## src/wcw_pkg.sv

```systemverilog
// Shared types, constants and bitmap ROM contents for the wide character width classifier.
package wcw_pkg;

    // Field widths.
    localparam int CP_W   = 21;
    localparam int IDX_W  = 12;
    localparam int WORD_W = 32;
    localparam int SEL_W  = 5;

    // Range bases and ROM offsets.
    localparam logic [CP_W-1:0] STD_BASE_A = 21'h002E80;
    localparam logic [CP_W-1:0] STD_BASE_B = 21'h00FE10;
    localparam logic [CP_W-1:0] STD_OFF_B  = 21'd448;
    localparam logic [CP_W-1:0] CJK_BASE_B = 21'h002010;
    localparam logic [CP_W-1:0] CJK_OFF_B  = 21'd1106;
    localparam logic [CP_W-1:0] CJK_OFF_C  = 21'd3010;
    localparam logic [CP_W-1:0] CJK_BASE_D = 21'h00FE00;
    localparam logic [CP_W-1:0] CJK_OFF_D  = 21'd3458;
    localparam logic [CP_W-1:0] CP_MAX     = 21'h10FFFF;

    // Outcome of the range decode: a fixed answer or a bit of one ROM.
    typedef struct packed {
        logic             hit_rom;
        logic             is_cjk;
        logic             const_wide;
        logic [IDX_W-1:0] bit_idx;
    } t_lookup;

    function automatic t_lookup lk_const(input logic wide);
        t_lookup lk;
        lk.hit_rom    = 1'b0;
        lk.is_cjk     = 1'b0;
        lk.const_wide = wide;
        lk.bit_idx    = '0;
        return lk;
    endfunction

    function automatic t_lookup lk_rom(input logic cjk, input logic [CP_W-1:0] idx);
        t_lookup lk;
        lk.hit_rom    = 1'b1;
        lk.is_cjk     = cjk;
        lk.const_wide = 1'b0;
        lk.bit_idx    = idx[IDX_W-1:0];
        return lk;
    endfunction

    // Bitmap for the normal rules, 29 words.
    function automatic logic [WORD_W-1:0] rom_std_word(input logic [4:0] w);
        logic [WORD_W-1:0] d;
        unique case (w)
            5'd0, 5'd1, 5'd2, 5'd3, 5'd4, 5'd5, 5'd6, 5'd7,
            5'd8, 5'd9, 5'd10, 5'd11, 5'd12:     d = 32'hFFFFFFFF;
            5'd13:                               d = 32'h7FFFFFFF;
            5'd14:                               d = 32'h000003FF;
            5'd15, 5'd16:                        d = 32'hFFFFFFFF;
            5'd21:                               d = 32'hFFFF0000;
            5'd22, 5'd23:                        d = 32'hFFFFFFFF;
            5'd24:                               d = 32'h0001FFFF;
            5'd28:                               d = 32'h007F0000;
            default:                             d = 32'h00000000;
        endcase
        return d;
    endfunction

    // Bitmap for the CJK rules, 124 words.
    function automatic logic [WORD_W-1:0] rom_cjk_word(input logic [6:0] w);
        logic [WORD_W-1:0] d;
        unique case (w)
            7'd5:   d = 32'h00530180;
            7'd6:   d = 32'h00800000;
            7'd7:   d = 32'h00800400;
            7'd14:  d = 32'h1FFFE000;
            7'd15:  d = 32'h00200000;
            7'd22:  d = 32'h00000C00;
            7'd24:  d = 32'h00180000;
            7'd25:  d = 32'h00420000;
            7'd28:  d = 32'hFFFE0000;
            7'd29:  d = 32'hFFFE03FB;
            7'd30:  d = 32'h000003FB;
            7'd32:  d = 32'hFFFF0002;
            7'd33:  d = 32'hFFFFFFFF;
            7'd34:  d = 32'hCDA6FFFF;
            7'd35:  d = 32'h203403DC;
            7'd36:  d = 32'h00000001;
            7'd37:  d = 32'h00400000;
            7'd38:  d = 32'h0000007A;
            7'd39:  d = 32'h00004000;
            7'd42:  d = 32'h01000020;
            7'd43:  d = 32'h20002018;
            7'd44:  d = 32'h001C0000;
            7'd45:  d = 32'hFFFFFFFC;
            7'd46:  d = 32'h003C0FFF;
            7'd48:  d = 32'h00500000;
            7'd50:  d = 32'h90082634;
            7'd51:  d = 32'h80C17E87;
            7'd52:  d = 32'h00100000;
            7'd53:  d = 32'h0000330C;
            7'd54:  d = 32'h00000330;
            7'd55:  d = 32'h00000080;
            7'd56:  d = 32'h00000002;
            7'd58:  d = 32'h04100200;
            7'd59:  d = 32'h00001800;
            7'd69:  d = 32'hFFFFFFFC;
            7'd70, 7'd71, 7'd72: d = 32'hFFFFFFFF;
            7'd73:  d = 32'hFFFFEFFF;
            7'd74, 7'd75: d = 32'hFFFFFFFF;
            7'd76:  d = 32'hFFFC3FFF;
            7'd77:  d = 32'h0007FFFF;
            7'd78:  d = 32'hFF000000;
            7'd79:  d = 32'hC030000F;
            7'd80:  d = 32'h00032300;
            7'd81:  d = 32'h00020000;
            7'd82:  d = 32'hF3FFFFFC;
            7'd83:  d = 32'h87FFFFFF;
            7'd84:  d = 32'hFFFFFFFF;
            7'd85:  d = 32'hFFF29403;
            7'd86:  d = 32'h00000001;
            7'd87:  d = 32'h80000007;
            7'd88:  d = 32'hFFFEFFFF;
            7'd89, 7'd90, 7'd91, 7'd92: d = 32'hFFFFFFFF;
            7'd93:  d = 32'hFF0003FF;
            7'd94, 7'd95, 7'd96, 7'd97, 7'd98, 7'd99, 7'd100, 7'd101,
            7'd102, 7'd103, 7'd104, 7'd105, 7'd106,
            7'd107: d = 32'hFFFFFFFF;
            7'd108: d = 32'h0FFFFFFD;
            7'd109: d = 32'hFFFC0000;
            7'd110: d = 32'hFFFFFFFF;
            7'd111: d = 32'h0003FFFF;
            7'd116: d = 32'hFFFFFFFC;
            7'd117, 7'd118: d = 32'hFFFFFFFF;
            7'd119: d = 32'h00000007;
            7'd123: d = 32'h800001FC;
            default: d = 32'h00000000;
        endcase
        return d;
    endfunction

endpackage

```

## src/wcw_classify.sv

```systemverilog
// Range decode: maps a code point to a fixed width or to a bit position in one bitmap ROM.
module wcw_classify (
    input  logic [20:0]       i_code_point,
    input  logic              i_cjk,
    output wcw_pkg::t_lookup  o_lookup
);
    import wcw_pkg::*;

    logic [CP_W-1:0] n;
    logic [CP_W-1:0] d_std_a;
    logic [CP_W-1:0] d_std_b;
    logic [CP_W-1:0] d_cjk_b;
    logic [CP_W-1:0] d_cjk_c;
    logic [CP_W-1:0] d_cjk_d;
    t_lookup         lk_std;
    t_lookup         lk_cjk;

    assign n = i_code_point;

    // ROM bit positions for every bitmap range, formed in parallel.
    assign d_std_a = n - STD_BASE_A;
    assign d_std_b = n - STD_BASE_B + STD_OFF_B;
    assign d_cjk_b = n - CJK_BASE_B + CJK_OFF_B;
    assign d_cjk_c = n - STD_BASE_A + CJK_OFF_C;
    assign d_cjk_d = n - CJK_BASE_D + CJK_OFF_D;

    // Normal rules: Wide and Fullwidth classes.
    always_comb begin
        priority if (n <= 21'h0010FF) lk_std = lk_const(1'b0);
        else if (n <= 21'h00115F) lk_std = lk_const(1'b1);
        else if (n <= 21'h002328) lk_std = lk_const(1'b0);
        else if (n <= 21'h00232A) lk_std = lk_const(1'b1);
        else if (n <= 21'h002E7F) lk_std = lk_const(1'b0);
        else if (n <= 21'h00303F) lk_std = lk_rom(1'b0, d_std_a);
        else if (n <= 21'h003247) lk_std = lk_const(1'b1);
        else if (n <= 21'h00324F) lk_std = lk_const(1'b0);
        else if (n <= 21'h004DBF) lk_std = lk_const(1'b1);
        else if (n <= 21'h004DFF) lk_std = lk_const(1'b0);
        else if (n <= 21'h00A4CF) lk_std = lk_const(1'b1);
        else if (n <= 21'h00A95F) lk_std = lk_const(1'b0);
        else if (n <= 21'h00A97C) lk_std = lk_const(1'b1);
        else if (n <= 21'h00ABFF) lk_std = lk_const(1'b0);
        else if (n <= 21'h00D7A3) lk_std = lk_const(1'b1);
        else if (n <= 21'h00F8FF) lk_std = lk_const(1'b0);
        else if (n <= 21'h00FAFF) lk_std = lk_const(1'b1);
        else if (n <= 21'h00FE0F) lk_std = lk_const(1'b0);
        else if (n <= 21'h00FFE6) lk_std = lk_rom(1'b0, d_std_b);
        else if (n <= 21'h01AFFF) lk_std = lk_const(1'b0);
        else if (n <= 21'h01B001) lk_std = lk_const(1'b1);
        else if (n <= 21'h01F1FF) lk_std = lk_const(1'b0);
        else if (n <= 21'h01F2FF) lk_std = lk_const(1'b1);
        else if (n <= 21'h01FFFF) lk_std = lk_const(1'b0);
        else if (n <= 21'h02FFFD) lk_std = lk_const(1'b1);
        else if (n <= 21'h02FFFF) lk_std = lk_const(1'b0);
        else if (n <= 21'h03FFFD) lk_std = lk_const(1'b1);
        else lk_std = lk_const(1'b0);
    end

    // CJK rules: ambiguous-width characters also count as wide.
    always_comb begin
        priority if (n <= 21'h000451) lk_cjk = lk_rom(1'b1, n);
        else if (n <= 21'h0010FF) lk_cjk = lk_const(1'b0);
        else if (n <= 21'h00115F) lk_cjk = lk_const(1'b1);
        else if (n <= 21'h00200F) lk_cjk = lk_const(1'b0);
        else if (n <= 21'h00277F) lk_cjk = lk_rom(1'b1, d_cjk_b);
        else if (n <= 21'h002B54) lk_cjk = lk_const(1'b0);
        else if (n <= 21'h002B59) lk_cjk = lk_const(1'b1);
        else if (n <= 21'h002E7F) lk_cjk = lk_const(1'b0);
        else if (n <= 21'h00303F) lk_cjk = lk_rom(1'b1, d_cjk_c);
        else if (n <= 21'h004DBF) lk_cjk = lk_const(1'b1);
        else if (n <= 21'h004DFF) lk_cjk = lk_const(1'b0);
        else if (n <= 21'h00A4CF) lk_cjk = lk_const(1'b1);
        else if (n <= 21'h00A95F) lk_cjk = lk_const(1'b0);
        else if (n <= 21'h00A97C) lk_cjk = lk_const(1'b1);
        else if (n <= 21'h00ABFF) lk_cjk = lk_const(1'b0);
        else if (n <= 21'h00D7A3) lk_cjk = lk_const(1'b1);
        else if (n <= 21'h00DFFF) lk_cjk = lk_const(1'b0);
        else if (n <= 21'h00FAFF) lk_cjk = lk_const(1'b1);
        else if (n <= 21'h00FDFF) lk_cjk = lk_const(1'b0);
        else if (n <= 21'h00FFFD) lk_cjk = lk_rom(1'b1, d_cjk_d);
        else if (n <= 21'h01AFFF) lk_cjk = lk_const(1'b0);
        else if (n <= 21'h01B001) lk_cjk = lk_const(1'b1);
        else if (n <= 21'h01F0FF) lk_cjk = lk_const(1'b0);
        else if (n <= 21'h01F77F) lk_cjk = lk_const(1'b1);
        else if (n <= 21'h01FFFF) lk_cjk = lk_const(1'b0);
        else if (n <= 21'h02FFFD) lk_cjk = lk_const(1'b1);
        else if (n <= 21'h02FFFF) lk_cjk = lk_const(1'b0);
        else if (n <= 21'h03FFFD) lk_cjk = lk_const(1'b1);
        else if (n <= 21'h0E00FF) lk_cjk = lk_const(1'b0);
        else if (n <= 21'h0E01EF) lk_cjk = lk_const(1'b1);
        else if (n <= 21'h0EFFFF) lk_cjk = lk_const(1'b0);
        else if (n <= 21'h0FFFFD) lk_cjk = lk_const(1'b1);
        else if (n <= 21'h0FFFFF) lk_cjk = lk_const(1'b0);
        else if (n <= 21'h10FFFD) lk_cjk = lk_const(1'b1);
        else lk_cjk = lk_const(1'b0);
    end

    // Code points beyond Unicode are narrow under either rule set.
    always_comb begin
        if (n > CP_MAX) begin
            o_lookup = lk_const(1'b0);
        end else if (i_cjk) begin
            o_lookup = lk_cjk;
        end else begin
            o_lookup = lk_std;
        end
    end

endmodule

```

## config.mk

```make
export PLATFORM = sky130hd
export DESIGN_NAME = wcw_classify
export DESIGN_NICKNAME = d
export VERILOG_FILES = /design/src/wcw_pkg.sv /design/src/wcw_classify.sv
export SDC_FILE = /design/constraint.sdc
export NUM_CORES = 1
export LEC_CHECK = 0
export ABC_CLOCK_PERIOD_IN_PS = 3400
export BUFFER_PORTS_ARGS = -buffer_cell sky130_fd_sc_hd__buf_2
export CAP_MARGIN = 30
export CORE_ASPECT_RATIO = 0.8
export CORE_MARGIN = 3
export CORE_UTILIZATION = 25
export DETAILED_ROUTE_END_ITERATION = 16
export PLACE_DENSITY = 0.43
export SLEW_MARGIN = 20
export SYNTH_ARGS = -nofsm -noshare
export SYNTH_HDL_FRONTEND = slang
export SYNTH_SLANG_ARGS = --single-unit
```

## constraint.sdc

```tcl
create_clock -name vclk -period 3.4
set_input_delay 0.17 -clock vclk [all_inputs]
set_output_delay 0.17 -clock vclk [all_outputs]
set_load 0.01 [all_outputs]
```

==> flow_results.org <==
** Outcome
- Outcome :: finished, final reports clean

** Power and ir drop
- Cell Pwr Density :: 89.8 nW/um^2
- For this design the total switching power over the nets is 204 uW.
- Power share of the sequential group :: 0%
- Combinational share of power :: 100.0%
- Highest ir drop seen on vdd :: 0.0487 mV
- Internal power contribution :: 102 uW
- The analysis attributes to cell leakage a power of 1.20 nW.
- In this run switching power makes up 66.8% of total power.
- Clock share of power :: 0%

** STA
- Setup repair after global routing left no endpoint under its margin.
- Summed over all failing endpoints, the final setup total negative slack is 0 ns.
- Worst Setup Slack, final :: 0.174 ns
- The number of hold-slack violations in the final timing report came to 0.
- The smallest clock period supported by the final layout is computed as 3.23 ns.
- After layout, the worst path uses 94.9% of the clock period.
- Final-report setup violation count :: 0
- Timing-limited maximum frequency :: 0.310 GHz
- For the pin with the worst max-slew slack, the measured transition is 0.628 ns.
- Slew HR :: 57.8%
- Max-slew violation count :: 0

** Logic synthesis
- Number of instances in the synthesized netlist :: 474
- Proportion of netlist area held by the largest area contributor :: 6.54%
- Combined area of all synthesized cells :: 2910 um^2
- Post-Synth Adder-Cell Area :: 6.45%
- The synthesized netlist devotes 2.71% of its cell area to XOR and XNOR gates.
- Synth Area in Simple Gates :: 42.3%
- A synthesized cell averages 6.13 um^2.
- Warnings from Yosys :: 0
- Number of distinct library cells after synthesis :: 74
- Post-synth top area cell :: a21oi_1
- The synthesized netlist devotes 37.7% of its cell area to compound gates.
- Post-synthesis sequential area ratio :: 0%
- Of the post-synthesis cell area, the part taken by muxes is 2.15%.
- The number of nets handed over by synthesis was 511.
- After synthesis, the largest family of logic cells by area is simple AND/OR/NAND/NOR gates.
- Synth area leaders :: a21oi_1 (6.5%), ha_1 (6.5%), nand2_1 (6.3%), o21ai_0 (5.2%), clkbuf_1 (5.0%)

** Cells and area
- Filler cell count in the final layout :: 1263
- Leaving out filler cells and counting taps, the final layout contains 650.
- The area growth from synthesis to layout is 17.2%.
- Final nets :: 545
- The final layout contains a sequential cell count of 0.
- Summing all non-filler instances in the final layout gives an area of 3410 um^2.
- Total inserted antenna cells :: 0
- The clock buffers instantiated in the layout total 0.
- Fraction of final layout cells with drive strength greater than 1 :: 19.0%
- Register Area :: 0 um^2

** Place
- At the placement stage, the worst setup path has a slack of 0.254 ns.
- Instance area at placement :: 3410 um^2
- After legalization and detailed placement, the total HPWL measured 11500 um.
- Cells after DPL :: 650
- At the end of routability-driven placement, the weighted congestion stood at 1.05.
- Count of input and output buffers :: 37

** Global routing
- Initial antenna violation count :: 0
- The first global-routing pass estimated 22400 um of wire.
- For this run, the total global-route usage over all layers was measured as 21.6%.
- The via count of the first global-routing pass is 3730.
- Global route total overflow :: 0
- Entering global routing, the biggest net connects 34 pins.

** Floorplanning
- From bottom edge to top edge, the die measures 102 um.
- Initial cell density of the core :: 26.2%
- Core region area :: 11100 um^2
- The die is 127 um wide.
- Number of top-level design ports :: 37
- The die covers 13000 um^2.
- Row generation in the floorplan step produced 34 rows.

** Drt
- Dividing the detail-routed via count by the number of cells gives 6.36.
- The count of nets left with antenna violations once routing finished came out at 0.
- Total wire length :: 14600 um
- Average wire per cell in the routed design :: 22.5 um
- Remaining routing DRC violations :: 0
- Total number of vias :: 4131
- The first detailed-routing pass ran for 6 iterations.
- After the first detailed-routing iteration, the DRC count stood at 552.

** Setup path
- STA classifies the critical path startpoint as an input port.
- Along the worst path, the maximum fanout reaches 16.
- For the worst setup path, the data required time is 3.23 ns.
- Data on the critical path arrives at its endpoint at 3.06 ns.
- Setup crit end :: o_lookup[8]
- Critical path start-end classification :: input port to primary output
- Worst setup path startpoint :: i_code_point[9]
- The worst setup path is captured at a primary output.

** CTS
- Post-CTS repair changed the size of 0 cells.
- Once the clock tree was built, the setup fixing pass inserted 0 buffers.
- Buffers inserted to repair hold after CTS numbered 0.

** Hold path
- In this run the most critical hold path is launched from i_cjk.
- Class of the worst hold path :: input port to primary output

** Flow run
- Max-cap violation count :: 0
## power by group through the flow
stage | registers [mW] | logic [mW] | clock network (mW)
global route | 0 | 0.328 | 0
global placement | 0 | 0.301 | 0
CTS | 0 | 0.297 | 0
finish | 0 | 0.306 | 0
detailed placement | 0 | 0.295 | 0
floorplan | 0 | 0.177 | 0
## metal layers
layer	track usage, %	share of wire [%]	wire, um
met1	33.1	46	6750
met2	31.6	39	5770
met3	4.23	12	1730
met4	3.13	2.5	372
met5	0	0	0
## cells in the mapped netlist (all sizes together) (3+ instances only)
master   number
a221oi        5
nor4         21
or3           7
o221ai        4
ha           15
o21bai        4
a211oi        4
o211ai        6
nand4        20
nor3         14
o31ai         6
and3          4
mux2i         4
o41ai         3
a21boi        3
nor2         38
a41oi         6
a31oi         7
and2          8
xnor2         8
nor4b         4
or4           7
o21ai        30
clkbuf       40
inv          16
o22ai         4
a2111oi       3
and4          3
nor2b         8
nand2        49
o2111a        3
a21oi        39
buf           7
or2           4
a41o          3
nand2b        4
nand3        24
## cell type report
type	instances	area [um^2]	area share, %
Inverter	16	60.1	1.76
Multi-Input combinational cell	411	2650	77.9
Tap cell	144	180	5.29
Timing Repair Buffer	79	513	15.1
## how the worst min path moves through the flow
stage / endpoint / slack [ns] / depth (start not counted)
global placement: o_lookup[6] / 0.78 / 3
finish: o_lookup[6] / 0.77 / 3
floorplan: o_lookup[12] / 0.64 / 3
global route: o_lookup[7] / 0.79 / 3
detailed placement: o_lookup[6] / 0.78 / 3
CTS: o_lookup[6] / 0.78 / 3
## placed cells by master (no fill, tap or decap), types with 7 or more instances in the layout
master	netlist	layout
nor4_1	21	21
buf_4	0	41
nand2_1	49	49
ha_1	15	15
nor2b_1	8	8
nand4_1	20	20
xnor2_1	8	8
a31oi_1	7	7
nor2_1	38	38
nand3_1	23	23
nor3_1	14	14
buf_2	1	37
inv_1	16	16
o21ai_0	30	30
a21oi_1	38	38
or3_1	7	7
and2_1	7	7
## cells by family after synthesis
kind of cell / Yosys count
AO/OA/AOI/OAI: 154
XOR/XNOR: 9
adder cells (fa/ha/maj): 15
buffers and inverters: 63
multiplexers: 6
AND/OR/NAND/NOR: 227
## stage by stage
stage                     power, mW  hold slack, ns  util (%)
after global routing          0.328           0.795      30.7
after global placement        0.301           0.778      30.7
after detailed placement      0.295           0.778      30.7
final                         0.306           0.773      30.7
after CTS                     0.297           0.776      30.7
after floorplan               0.177           0.638         -
## worst max-delay path, stage by stage
cell and delay (ns):
buf_2 0.29, nand4_1 0.23, or3_1 0.47, a221oi_1 0.60, a21o_4 0.24, nand3_4 0.13, or4_1 0.58, a41oi_2 0.18
buf_2 0.16
(Power assumes the default switching activity.)
